**src/rtl/bridge_offset_autocalibrator_unit_assert.svh**
```systemverilog
`ifndef BRIDGE_OFFSET_AUTOCALIBRATOR_UNIT_ASSERT_SVH
`define BRIDGE_OFFSET_AUTOCALIBRATOR_UNIT_ASSERT_SVH

// Same-cycle implication, checked on every rising edge outside reset.
`define BOAU_ASSERT_NOW(label, ante, cons, msg) \
    label: assert property (@(posedge clk) disable iff (!rst_n) (ante) |-> (cons)) \
        else $error(msg);

// Next-cycle implication, checked on every rising edge outside reset.
`define BOAU_ASSERT_NEXT(label, ante, cons, msg) \
    label: assert property (@(posedge clk) disable iff (!rst_n) (ante) |=> (cons)) \
        else $error(msg);

`endif

```
**src/rtl/boac_pkg.sv**
```systemverilog
package boac_pkg;

    localparam int SAMPLE_W = 16;
    localparam int TH_W     = 15;
    localparam int SENSOR_W = 2;
    localparam int KIND_W   = 2;
    localparam int BYTE_W   = 7;
    localparam int STEP_W   = 6;

    localparam int AVG_LOG2  = 4;
    localparam int AVG_COUNT = 1 << AVG_LOG2;
    localparam int CNT_W     = (AVG_LOG2 > 0) ? AVG_LOG2 : 1;
    localparam int ACC_W     = SAMPLE_W + AVG_LOG2;

    typedef logic signed [SAMPLE_W-1:0] sample_t;
    typedef logic [SENSOR_W-1:0]        sensor_t;
    typedef logic [KIND_W-1:0]          kind_t;
    typedef logic [BYTE_W-1:0]          offset_byte_t;
    typedef logic [STEP_W-1:0]          step_t;
    typedef logic [TH_W-1:0]            threshold_t;

    localparam threshold_t TH_RESET = 15'd5460;

    localparam logic OP_START  = 1'b0;
    localparam logic OP_SAMPLE = 1'b1;

    localparam kind_t KIND_WRITE = 2'd0;
    localparam kind_t KIND_DONE  = 2'd1;
    localparam kind_t KIND_FAIL  = 2'd2;

    localparam step_t STEP_MAX  = 6'd63;
    localparam step_t STEP_ZERO = 6'd0;
    localparam step_t STEP_ONE  = 6'd1;

endpackage

```
**src/rtl/bridge_offset_autocalibrator_unit.sv**
```systemverilog
// A beat is captured in the input register and its result, if it has one, is then
// registered in the result register, which a stalling sink holds.
// Throughput: one input beat per cycle; the input register stalls only while
// it is full and the result register holds a beat that the sink is stalling.
// Reset: asynchronous, active low; calibration goes idle, threshold returns
// to 5460 and both the input and the result registers are emptied.
module bridge_offset_autocalibrator_unit (
    input  logic                  clk,
    input  logic                  rst_n,
    input  logic                  threshold_we,
    input  boac_pkg::threshold_t  threshold_wdata,
    input  logic                  in_valid,
    output logic                  in_stall,
    input  logic                  op,
    input  boac_pkg::sensor_t     sensor,
    input  boac_pkg::sample_t     sample,
    output logic                  out_valid,
    input  logic                  out_stall,
    output boac_pkg::kind_t       kind,
    output boac_pkg::sensor_t     sensor_out,
    output boac_pkg::offset_byte_t offset_byte,
    output boac_pkg::sample_t     residual
);
    import boac_pkg::*;

    localparam logic [1:0] PH_IDLE  = 2'd0;
    localparam logic [1:0] PH_FIRST = 2'd1;
    localparam logic [1:0] PH_STEP  = 2'd2;

    threshold_t th_reg;

    logic    s1_valid_reg, s1_valid_next;
    logic    s1_op_reg;
    sensor_t s1_sensor_reg;
    sample_t s1_sample_reg;

    logic [1:0]              phase_reg, phase_next;
    logic [CNT_W-1:0]        cnt_reg, cnt_next;
    logic signed [ACC_W-1:0] acc_reg, acc_next;
    step_t                   step_reg, step_next;
    logic                    neg_reg, neg_next;
    sensor_t                 act_reg, act_next;

    logic         out_valid_reg, out_valid_next;
    kind_t        kind_reg, kind_next;
    sensor_t      sensor_out_reg, sensor_out_next;
    offset_byte_t byte_reg, byte_next;
    sample_t      residual_reg, residual_next;

    logic in_accept;
    logic out_free;
    logic advance;

    logic signed [ACC_W-1:0]  sum;
    logic signed [ACC_W-1:0]  biased;
    logic signed [ACC_W-1:0]  quot;
    sample_t                  avg;
    logic signed [SAMPLE_W:0] avg_x;
    logic signed [SAMPLE_W:0] th_x;
    logic signed [SAMPLE_W:0] nth_x;
    logic                     above;
    logic                     below;
    logic                     group_end;

    assign out_free  = !out_valid_reg || !out_stall;
    assign advance   = s1_valid_reg && out_free;
    assign in_stall  = s1_valid_reg && !out_free;
    assign in_accept = in_valid && !in_stall;

    // Truncation toward zero: negative sums are biased before the shift.
    assign sum       = acc_reg + ACC_W'(s1_sample_reg);
    assign biased    = sum + (sum[ACC_W-1] ? ACC_W'(AVG_COUNT - 1) : ACC_W'(0));
    assign quot      = biased >>> AVG_LOG2;
    assign avg       = quot[SAMPLE_W-1:0];
    assign avg_x     = (SAMPLE_W+1)'(avg);
    assign th_x      = (SAMPLE_W+1)'(th_reg);
    assign nth_x     = -th_x;
    assign above     = avg_x > th_x;
    assign below     = avg_x < nth_x;
    assign group_end = (cnt_reg == CNT_W'(AVG_COUNT - 1));

    assign s1_valid_next = in_accept ? 1'b1 : (advance ? 1'b0 : s1_valid_reg);

    always_comb
    begin
        phase_next      = phase_reg;
        cnt_next        = cnt_reg;
        acc_next        = acc_reg;
        step_next       = step_reg;
        neg_next        = neg_reg;
        act_next        = act_reg;
        out_valid_next  = out_valid_reg && !out_free;
        kind_next       = kind_reg;
        sensor_out_next = sensor_out_reg;
        byte_next       = byte_reg;
        residual_next   = residual_reg;

        if (advance)
        begin
            if (s1_op_reg == OP_START)
            begin
                act_next        = s1_sensor_reg;
                step_next       = STEP_ZERO;
                neg_next        = 1'b0;
                cnt_next        = '0;
                acc_next        = '0;
                phase_next      = PH_FIRST;
                out_valid_next  = 1'b1;
                kind_next       = KIND_WRITE;
                sensor_out_next = s1_sensor_reg;
                byte_next       = '0;
                residual_next   = '0;
            end
            else if (phase_reg != PH_IDLE)
            begin
                if (!group_end)
                begin
                    acc_next = sum;
                    cnt_next = cnt_reg + CNT_W'(1);
                end
                else
                begin
                    acc_next        = '0;
                    cnt_next        = '0;
                    out_valid_next  = 1'b1;
                    sensor_out_next = act_reg;
                    residual_next   = avg;
                    kind_next       = KIND_DONE;
                    byte_next       = {neg_reg, step_reg};
                    if (phase_reg == PH_FIRST)
                    begin
                        if (above || below)
                        begin
                            neg_next   = above;
                            step_next  = STEP_ONE;
                            phase_next = PH_STEP;
                            kind_next  = KIND_WRITE;
                            byte_next  = {above, STEP_ONE};
                        end
                        else
                        begin
                            phase_next = PH_IDLE;
                        end
                    end
                    else if (step_reg >= STEP_MAX)
                    begin
                        phase_next = PH_IDLE;
                        kind_next  = KIND_FAIL;
                    end
                    else if (neg_reg ? above : below)
                    begin
                        step_next = step_reg + STEP_ONE;
                        kind_next = KIND_WRITE;
                        byte_next = {neg_reg, step_reg + STEP_ONE};
                    end
                    else
                    begin
                        phase_next = PH_IDLE;
                    end
                end
            end
        end
    end

    always_ff @(posedge clk or negedge rst_n)
    begin
        if (!rst_n)
        begin
            th_reg        <= TH_RESET;
            s1_valid_reg  <= 1'b0;
            phase_reg     <= PH_IDLE;
            cnt_reg       <= '0;
            acc_reg       <= '0;
            step_reg      <= STEP_ZERO;
            neg_reg       <= 1'b0;
            act_reg       <= '0;
            out_valid_reg <= 1'b0;
        end
        else
        begin
            if (threshold_we)
            begin
                th_reg <= threshold_wdata;
            end
            s1_valid_reg  <= s1_valid_next;
            phase_reg     <= phase_next;
            cnt_reg       <= cnt_next;
            acc_reg       <= acc_next;
            step_reg      <= step_next;
            neg_reg       <= neg_next;
            act_reg       <= act_next;
            out_valid_reg <= out_valid_next;
        end
    end

    always_ff @(posedge clk)
    begin
        if (in_accept)
        begin
            s1_op_reg     <= op;
            s1_sensor_reg <= sensor;
            s1_sample_reg <= sample;
        end
        kind_reg       <= kind_next;
        sensor_out_reg <= sensor_out_next;
        byte_reg       <= byte_next;
        residual_reg   <= residual_next;
    end

    assign out_valid   = out_valid_reg;
    assign kind        = kind_reg;
    assign sensor_out  = sensor_out_reg;
    assign offset_byte = byte_reg;
    assign residual    = residual_reg;

`include "bridge_offset_autocalibrator_unit_assert.svh"

    `BOAU_ASSERT_NOW(a_fail_at_limit, out_valid_reg && kind_reg == KIND_FAIL, byte_reg[STEP_W-1:0] == STEP_MAX, "failure reported below the step limit")
    `BOAU_ASSERT_NOW(a_first_clean, phase_reg == PH_FIRST, step_reg == STEP_ZERO && !neg_reg, "offset not cleared during the first group")
    `BOAU_ASSERT_NOW(a_step_nonzero, phase_reg == PH_STEP, step_reg != STEP_ZERO, "stepping with a zero offset step")
    `BOAU_ASSERT_NOW(a_stall_full, in_stall, s1_valid_reg, "input stalled with an empty input register")
    `BOAU_ASSERT_NEXT(a_start_writes, advance && s1_op_reg == OP_START, out_valid_reg && kind_reg == KIND_WRITE && byte_reg == '0, "start did not emit an offset write of zero")

endmodule

```
**config.mk**
```make
export PLATFORM = sky130hd
export DESIGN_NAME = bridge_offset_autocalibrator_unit
export DESIGN_NICKNAME = d
export VERILOG_FILES = /design/src/rtl/boac_pkg.sv /design/src/rtl/bridge_offset_autocalibrator_unit.sv
export VERILOG_INCLUDE_DIRS = /design/src /design/src/rtl
export SDC_FILE = /design/constraint.sdc
export NUM_CORES = 1
export LEC_CHECK = 0
export BUFFER_PORTS_ARGS = -buffer_cell sky130_fd_sc_hd__buf_2
export CAP_MARGIN = 20
export CORE_MARGIN = 4
export CORE_UTILIZATION = 45
export CTS_CLUSTER_DIAMETER = 120
export DETAILED_ROUTE_END_ITERATION = 16
export PLACE_DENSITY = 0.71
export SYNTH_ARGS = -nofsm -noshare
export SYNTH_HDL_FRONTEND = slang
export SYNTH_SLANG_ARGS = --single-unit
export TNS_END_PERCENT = 30
```
**constraint.sdc**
```tcl
create_clock -name clk -period 6.1 [get_ports clk]
set_input_delay 0.61 -clock clk [delete_from_list [all_inputs] [get_ports clk]]
set_output_delay 0.61 -clock clk [all_outputs]
set_load 0.02 [all_outputs]
```
==> impl_metrics.json, run 1 <==
{
  "power.switching_w": 0.00183,
  "critPathRequiredTime_ns": 6.33,
  "worst_pin_slew_ns": 0.846,
  "synth-async-reset-ratio_pct": 53.1,
  "final_hold_viol_count": 0,
  "rows": 43,
  "cp.arrival_ns": 6.06,
  "syn-mean-instance-area_sq_um": 9.64,
  "max_freq_mhz": 171,
  "synth.yosys.seq_area_share_pct": 42.1,
  "status": "completed",
  "die_y_um": 127,
  "p_leak_nw": 3.20,
  "seq_area_sq_um": 2690,
  "finalCriticalPeriod_ns": 5.83,
  "end_kind": "flop",
  "synth_cell_type_count": 75,
  "synth_most_common_cell": "nand2_1",
  "cts_tree": "done",
  "vias": 5351,
  "vias_per_cell": 5.79,
  "synth_compound_area_share_pct": 19.2,
  "clockBufferDepth": 2,
  "largest_register_ffs": 20,
  "wl_per_cell_um": 16.8,
  "antenna_found_initial": 0,
  "dpl-instance-area_sq_um": 6980,
  "finalSetupViolations": 0,
  "synth_area_sq_um": 6390,
  "first_global_vias": 5306,
  "synthFlopType": "edfxtp_1",
  "fin_crit_sh_pct": 95.6,
  "h-tree-depth": 3,
  "area_delta_synth_final_pct": 15.7,
  "final_nets": 828,
  "clk_pin_slew_worst_paths_ns": 0.08,
  "io_pins": 68,
  "drt_iter0_drc": 495,
  "synth_nets": 752,
  "fin_setup_tns_ns": 0,
  "power.share.clock_pct": 13.7,
  "synth-xor-area-share_pct": 5.82,
  "gp_congestion": 0.929,
  "drv_cap": 0,
  "p_sw_share_pct": 45.5,
  "fp.dieW_um": 127,
  "synth_top_family_by_area": "compound AO/OA/AOI/OAI gates",
  "seq_power_share_pct": 24.8,
  "stdcell_area_sq_um": 7390,
  "syn_inst": 663,
  "wl_mm": 15.6,
  "antenna_cells": 0,
  "synthTopCellsByArea": "edfxtp_1 22%, dfrtp_1 18%, ha_1 9.6%, nand2_1 4.1%, xnor2_1 3.4%",
  "cp_max_fo": 6,
  "yosys.area.top_type": "edfxtp_1",
  "p_per_area_nw_per_um2": 545,
  "cts_sinks": 98,
  "power.internal_w": 0.00220,
  "hold_class": "primary input to asynchronous set/reset pin",
  "synth.top_cell.area_share_pct": 21.6,
  "ys_warn_count": 0,
  "timing.hold.ws_ns": 0.384,
  "drt_first_pass_iters": 5,
  "synth-simple-area-share_pct": 18.1,
  "synth_edf_count": 46,
  "cts_buffers": 9,
  "ant_nets": 0,
  "grt_overflow": 0,
  "grt_use_total_pct": 19.6,
  "portBuffers": 67,
  "synthAdderAreaFrac_pct": 9.91,
  "drv_slew": 0,
  "fillers": 1239,
  "crit_type": "flop to flop",
  "start_util_pct": 46.0,
  "synth_seq_cells": 98,
  "drive_gt1_share_pct": 20.0,
  "dp_hpwl_mm": 11.8,
  "core_area_sq_um": 13900,
  "synth_mux_area_share_pct": 1.04,
  "drcViolationCount": 0,
  "ir_drop_mv": 0.197,
  "combPwrFrac_pct": 61.6,
  "clk_latency_ns": 0.36,
  "grt_start_max_net_pins": 53,
  "cts_root_buf": "clkbuf_16",
  "hold_buffers": 0,
  "multiInputGateArea_sq_um": 3570,
  "startpoint_type": "flop",
  "die_area_sq_um": 16200,
  "grt_pass1_wl_mm": 25.6,
  "finalClockSkew_ns": 0.0119,
  "ys_top_cells_by_count": "69 x nand2_1, 49 x ha_1, 46 x dfrtp_1, 46 x edfxtp_1, 46 x nor2_1",
  "relSlewSlack_pct": 43.6
}
==> critical path, stage by stage, from the launching register on <==
cell	delay, ns
dfrtp_1	0.35
ha_1	0.18
inv_1	0.06
fa_1	0.42
nand2b_4	0.20
a2111oi_4	0.40
nor3_1	0.11
xnor2_1	0.33
nand2_1	0.09
or3_4	0.39
nor3_4	0.25
o31a_1	0.25
xor2_2	0.23
ha_1	0.29
a21o_1	0.19
a21o_1	0.18
a21oi_2	0.17
nand2_1	0.07
a2111o_1	0.36
and2_1	0.17
o211a_1	0.27
a311o_1	0.36
o221ai_1	0.24
o41ai_2	0.11
==> layer usage <==
| metal | up-vias | routed length, um | track usage [%] |
|---|---|---|---|
| met2 | 162 | 7720 | 33.8 |
| met3 | 29 | 780 | 3.89 |
| met1 | 2567 | 6740 | 24.9 |
| met5 | - | 0 | 0 |
| met4 | 0 | 316 | 5.93 |
| li1 | 2593 | - | - |
==> cells by family (layout without fill, tap and decap cells) <==
kind of cell | count (synthesis) | count (layout)
simple gates | 234 | 234
compound gates | 176 | 176
flops | 98 | 98
buf+inv | 59 | 140
fa+ha+maj | 50 | 50
xor+xnor | 40 | 40
mux | 6 | 6
==> timing repair <==
| item | 4_1_cts | 5_1_grt |
|---|---|---|
| gates resized for setup | 0 | 21 |
| setup buffers | 0 | 2 |
| endpoints found under the setup margin | 0 | 17 |
==> final timing paths <==
path                        startpoint               end  slack [ns]  cells past startpoint
max in group asynchronous        rst_n        th_reg[13]        5.25                      2
min                              rst_n        acc_reg[6]        0.38                      2
max                         acc_reg[0]       step_reg[4]        0.27                     23
min in group clk             sample[8]  s1_sample_reg[8]        0.42                      1
max reg2reg                 acc_reg[0]       step_reg[4]        0.27                     23
min reg2reg                acc_reg[11]       acc_reg[11]        0.49                      2
==> cells in the final DEF (no fill, tap or decap), drive strengths merged, types with 9 or more instances in the layout <==
master,instances
nand4,13
o211ai,11
edfxtp,46
inv,39
ha,49
xor2,13
and2,19
xnor2,26
o21ai,46
dfrtp,46
nor2,46
nand3,28
buf,87
a21oi,37
nor3,13
a22o,13
nand2,71
clkbuf,9
a21o,12
==> metrics by stage <==
step | std cells | setup slack (ns) | utilization, % | total power [W]
after detailed placement | 905 | -0.00102 | 50.3 | 0.00334
final | 924 | 0.268 | 53.3 | 0.00403
after global routing | 924 | -0.0420 | 53.3 | 0.00435
after floorplan | 663 | 0.691 | - | 0.00268
after global placement | 904 | 0.262 | 50.2 | 0.00326
after CTS | 921 | 0.00615 | 52.3 | 0.00391
==> layout make-up <==
| type | count | share of cell area [%] |
|---|---|---|
| Multi-Input combinational cell | 506 | 48.3 |
| Sequential cell | 98 | 36.4 |
| Timing Repair Buffer | 87 | 6.67 |
| Clock buffer | 9 | 3.05 |
| Tap cell | 180 | 3.05 |
| Inverter | 37 | 1.88 |
| Clock inverter | 7 | 0.711 |
==> power groups by stage <==
stage,registers (W),logic [W],clock network [W]
final,0.000997,0.00248,0.000550
after global routing,0.00102,0.00274,0.000590
after CTS,0.000995,0.00235,0.000560
after detailed placement,0.00101,0.00233,0
after global placement,0.00100,0.00225,0
after floorplan,0.00102,0.00166,0
Note: power is estimated with default switching activity, not from simulation.
==> run 2, diff against run 1 <==
- CORE_UTILIZATION: 45 -> 64
- PLACE_DENSITY: 0.71 -> 0.93
- clock period: 6.1 -> 7.08 ns (I/O delays scaled with it)
==> impl_metrics.json, run 2 (synthesized netlist as in run 1, its figures left out) <==
{
  "area_delta_synth_final_pct": 10.3,
  "clk_latency_ns": 0.39,
  "portBuffers": 67,
  "final_nets": 811,
  "relSlewSlack_pct": 26.9,
  "fin_crit_sh_pct": 90.6,
  "core_area_sq_um": 9730,
  "cts_root_buf": "clkbuf_8",
  "path_buf_inv": 1,
  "grt_use_total_pct": 27.6,
  "ir_drop_mv": 0.233,
  "slowest_delay_ns": 0.51,
  "setup_slack_ns": 0.669,
  "die_y_um": 108,
  "worst_pin_slew_ns": 1.09,
  "cts_sinks": 98,
  "cp.arrival_ns": 6.55,
  "finalCriticalPeriod_ns": 6.41,
  "max_freq_mhz": 156,
  "cts_buffers": 9,
  "reg2regPathDepth": 23,
  "wl_mm": 15.2,
  "grt_overflow": 0,
  "vias": 5378,
  "drcViolationCount": 0,
  "p_leak_nw": 3.06,
  "power.internal_w": 0.00166,
  "clockBufferDepth": 2,
  "grt_pass1_wl_mm": 25.4,
  "start_util_pct": 65.7,
  "largest_register_ffs": 20,
  "final_hold_viol_count": 0,
  "finalSetupViolations": 0,
  "postCtsSetupRepairBufs": 0,
  "finalClockSkew_ns": 0.0167,
  "antenna_found_initial": 0,
  "die_area_sq_um": 11600,
  "drive_gt1_share_pct": 16.2,
  "power.share.clock_pct": 11.3,
  "first_global_vias": 5405,
  "rows": 36,
  "worstSetupPathDepth": 23,
  "io_pins": 68,
  "critPathRequiredTime_ns": 7.22,
  "hold_class": "primary input to asynchronous set/reset pin",
  "rsz0062_at_grt": "no",
  "hold_buffers": 0,
  "power.switching_w": 0.00152,
  "gp_congestion": 0.900,
  "drv_slew": 0,
  "h-tree-depth": 3,
  "ctsResizeCount": 0,
  "antenna_cells": 0,
  "critical_path.slowest_cell": "a2111oi_2",
  "wl_per_cell_um": 17.7,
  "combPwrFrac_pct": 61.4,
  "startpoint_type": "flop",
  "dp_hpwl_mm": 11.5,
  "crit_type": "flop to flop",
  "ant_nets": 0,
  "drt_first_pass_iters": 5,
  "end_kind": "flop",
  "mostFrequentLayoutCell": "nand2_1",
  "clk_pin_slew_worst_paths_ns": 0.11,
  "drv_cap": 0,
  "cp_max_fo": 12,
  "status": "completed",
  "drt_iter0_drc": 271,
  "p_sw_share_pct": 47.7,
  "final_cell_mix": "69 x nand2_1, 67 x buf_2, 49 x ha_1",
  "vias_per_cell": 6.25,
  "grt_start_max_net_pins": 53,
  "fp.dieW_um": 108,
  "place_ws_ns": 0.615,
  "p_per_area_nw_per_um2": 450,
  "path_delay_family": "compound AO/OA/AOI/OAI gates",
  "cts_tree": "done",
  "fillers": 720,
  "fin_setup_tns_ns": 0,
  "seq_power_share_pct": 27.3,
  "crit_chain": "ha_1 -> inv_1 -> fa_1 -> nand2b_1 -> a2111oi_2 -> nor3_1 -> xnor2_1 -> nand2_1 -> or3_1 -> nor3_2 -> o31a_1 -> xor2_1 -> ha_1 -> a21o_1 -> a21o_1 -> a21oi_1 -> nand2_1 -> a2111o_1 -> and2_1 -> o2111ai_1 -> nand3_2 -> o211ai_1 -> o211ai_1"
}
run 2: changes by cell type in the layout (fill, tap and decap cells not counted), moves of 3 or more:
| cell | previous run | this run |
|---|---|---|
| buf_4 | 18 | 1 |
| a21oi_1 | 34 | 37 |
| clkbuf_16 | 9 | 0 |
| a21oi_2 | 3 | 0 |
| clkbuf_8 | 0 | 10 |
run 2: final cells by class:
type | count | area [sq um] | share of cell area (%)
inverter | 37 | 139 | 1.97
timing repair buffer | 70 | 398 | 5.65
tap | 133 | 166 | 2.36
multi-input combinational | 506 | 3460 | 49.1
clock buffer | 10 | 138 | 1.95
sequential | 98 | 2690 | 38.2
clock inverter | 6 | 53.8 | 0.763
run 2: path summary, 6_finish.rpt:
| path | start | end | slack [ns] |
|---|---|---|---|
| max in group asynchronous | rst_n | acc_reg[19] | 6.17 |
| min in group clk | sensor[1] | s1_sensor_reg[1] | 0.49 |
| min reg2reg | acc_reg[3] | acc_reg[3] | 0.50 |
| max | s1_sample_reg[0] | offset_byte[2] | 0.67 |
| max reg2reg | s1_sample_reg[0] | offset_byte[2] | 0.67 |
| min | rst_n | th_reg[11] | 0.44 |
run 2: layer usage:
metal,track usage [%],vias to the layer above,wire length (um)
met5,0,-,0
met4,10.8,0,350
met3,4.62,38,955
met2,47.7,217,7660
met1,34.6,2568,6220
li1,-,2555,-
run 2: through the flow:
step	util [%]	area, sq um	instances	hold slack (ns)	power, W
final	72.4	7050	860	0.437	0.00318
after global routing	72.4	7050	860	0.476	0.00343
after CTS	71.8	6990	858	0.475	0.00313
after detailed placement	69.9	6800	842	0.482	0.00276
after global placement	69.9	6800	842	0.472	0.00266
after floorplan	-	6390	663	0.412	0.00231
run 2: power groups by stage:
stage / sequential, W / clock, W / combinational (W)
5_1_grt: 0.000882 / 0.000390 / 0.00216
2_1_floorplan: 0.000881 / 0 / 0.00143
3_5_place_dp: 0.000875 / 0 / 0.00188
3_3_place_gp: 0.000865 / 0 / 0.00179
4_1_cts: 0.000863 / 0.000362 / 0.00190
6_report: 0.000866 / 0.000359 / 0.00195
==> run 3, diff against run 2 <==
- PLACE_DENSITY: 0.93 -> unset
- PLACE_DENSITY_LB_ADDON: unset -> 0.3
==> impl_metrics.json, run 3 (synthesized netlist as in run 1, its figures left out) <==
{
  "first_global_vias": 5237,
  "largest_register_ffs": 20,
  "finalCriticalPeriod_ns": 6.55,
  "die_area_sq_um": 11600,
  "postCtsSetupRepairBufs": 0,
  "r2r_slack_ns": 0.53,
  "antenna_cells": 0,
  "max_freq_mhz": 153,
  "crit_type": "flop to flop",
  "p_per_area_nw_per_um2": 445,
  "relSlewSlack_pct": 28.1,
  "io_pins": 68,
  "h-tree-depth": 3,
  "cts_tree": "done",
  "wl_per_cell_um": 17.3,
  "r2r_start": "acc_reg[0]",
  "cp.arrival_ns": 6.67,
  "antenna_found_initial": 0,
  "clk_pin_slew_worst_paths_ns": 0.09,
  "startpoint_type": "flop",
  "vias": 5431,
  "grt_use_total_pct": 27.1,
  "gp_congestion": 0.969,
  "cp_max_fo": 12,
  "final_cell_mix": "69 x nand2_1, 67 x buf_2, 49 x ha_1",
  "drt_first_pass_iters": 5,
  "drv_slew": 0,
  "worst_pin_slew_ns": 1.08,
  "cts_sinks": 98,
  "critPathRequiredTime_ns": 7.20,
  "finalSetupViolations": 0,
  "fillers": 724,
  "core_area_sq_um": 9730,
  "ant_nets": 0,
  "area_delta_synth_final_pct": 9.58,
  "r2r-end": "offset_byte[2]",
  "cts_root_buf": "clkbuf_8",
  "ir_drop_mv": 0.208,
  "dp_hpwl_mm": 11.1,
  "dp_cells": 842,
  "final_nets": 811,
  "reg2regPathDepth": 23,
  "finalClockSkew_ns": 0.0158,
  "drcViolationCount": 0,
  "die_y_um": 108,
  "rsz0062_at_grt": "no",
  "vias_per_cell": 6.32,
  "start_util_pct": 65.7,
  "mostFrequentLayoutCell": "nand2_1",
  "grt_overflow": 0,
  "p_leak_nw": 3.04,
  "drv_cap": 0,
  "fp.dieW_um": 108,
  "wl_mm": 14.9,
  "fin_crit_sh_pct": 92.5,
  "hold_class": "primary input to asynchronous set/reset pin",
  "drive_gt1_share_pct": 15.5,
  "cts_buffers": 9,
  "final_hold_viol_count": 0,
  "hold_buffers": 0,
  "clk_latency_ns": 0.38,
  "drt_iter0_drc": 363,
  "grt_pass1_wl_mm": 25.0,
  "grt_start_max_net_pins": 53,
  "crit_chain": "ha_1 -> inv_1 -> fa_1 -> nand2b_1 -> a2111oi_2 -> nor3_1 -> xnor2_1 -> nand2_1 -> or3_1 -> nor3_2 -> o31a_1 -> xor2_1 -> ha_1 -> a21o_1 -> a21o_1 -> a21oi_1 -> nand2_1 -> a2111o_1 -> and2_1 -> o2111ai_1 -> nand3_1 -> o211ai_1 -> o211ai_1",
  "portBuffers": 67,
  "clockBufferDepth": 2,
  "slowest_delay_ns": 0.51,
  "fin_setup_tns_ns": 0,
  "stdcell_count": 860,
  "critical_path.slowest_cell": "a2111oi_2",
  "rows": 36,
  "ctsResizeCount": 0,
  "end_kind": "flop",
  "fin_util_pct": 72.0,
  "status": "completed"
}
-- run 3: critical path, delay by kind of cell, from the launching register on --
family / cells / cell delay, ns
simple gates: 8 / 1.77
flops: 1 / 0.39
fa+ha+maj: 3 / 0.92
compound gates: 9 / 2.38
buf+inv: 1 / 0.07
xor+xnor: 2 / 0.75
-- run 3: final cells by class --
class	count	area (sq um)	area share [%]
inverter	37	139	1.98
tap	133	166	2.38
multi-input combinational	506	3460	49.4
sequential	98	2690	38.4
clock inverter	4	30.0	0.429
clock buffer	12	135	1.93
timing repair buffer	70	382	5.45
-- run 3: through the flow --
stage | setup slack, ns | area, sq um | hold WS (ns) | total power, W
after floorplan | 1.67 | 6390 | 0.412 | 0.00231
after global placement | 0.906 | 6800 | 0.468 | 0.00265
after detailed placement | 0.661 | 6800 | 0.481 | 0.00274
final | 0.528 | 7000 | 0.438 | 0.00312
after global routing | 0.0756 | 7000 | 0.484 | 0.00338
after CTS | 0.637 | 6960 | 0.474 | 0.00307
-- run 3: how the worst max path moves through the flow --
| stage | start | endpoint | slack [ns] |
|---|---|---|---|
| 6_report | acc_reg[0] | offset_byte[2] | 0.53 |
| 5_1_grt | acc_reg[0] | offset_byte[2] | 0.08 |
| 4_1_cts | acc_reg[0] | offset_byte[2] | 0.64 |
| 3_5_place_dp | acc_reg[0] | offset_byte[2] | 0.66 |
| 3_3_place_gp | acc_reg[0] | offset_byte[2] | 0.91 |
| 2_1_floorplan | acc_reg[0] | offset_byte[2] | 1.67 |
-- run 3: power breakdown --
part | switching (W) | internal [W]
logic | 0.00118 | 0.000747
registers | 0.000103 | 0.000762
clock network | 0.000197 | 0.000129
total | 0.00148 | 0.00164
-- run 3: routing by layer --
metal / vias up / track usage, % / wire, um
met1: 2567 / 34.4 / 6010
met3: 46 / 4.98 / 1140
li1: 2565 / - / -
met4: 0 / 9.47 / 409
met5: - / 0 / 0
met2: 253 / 46.8 / 7350
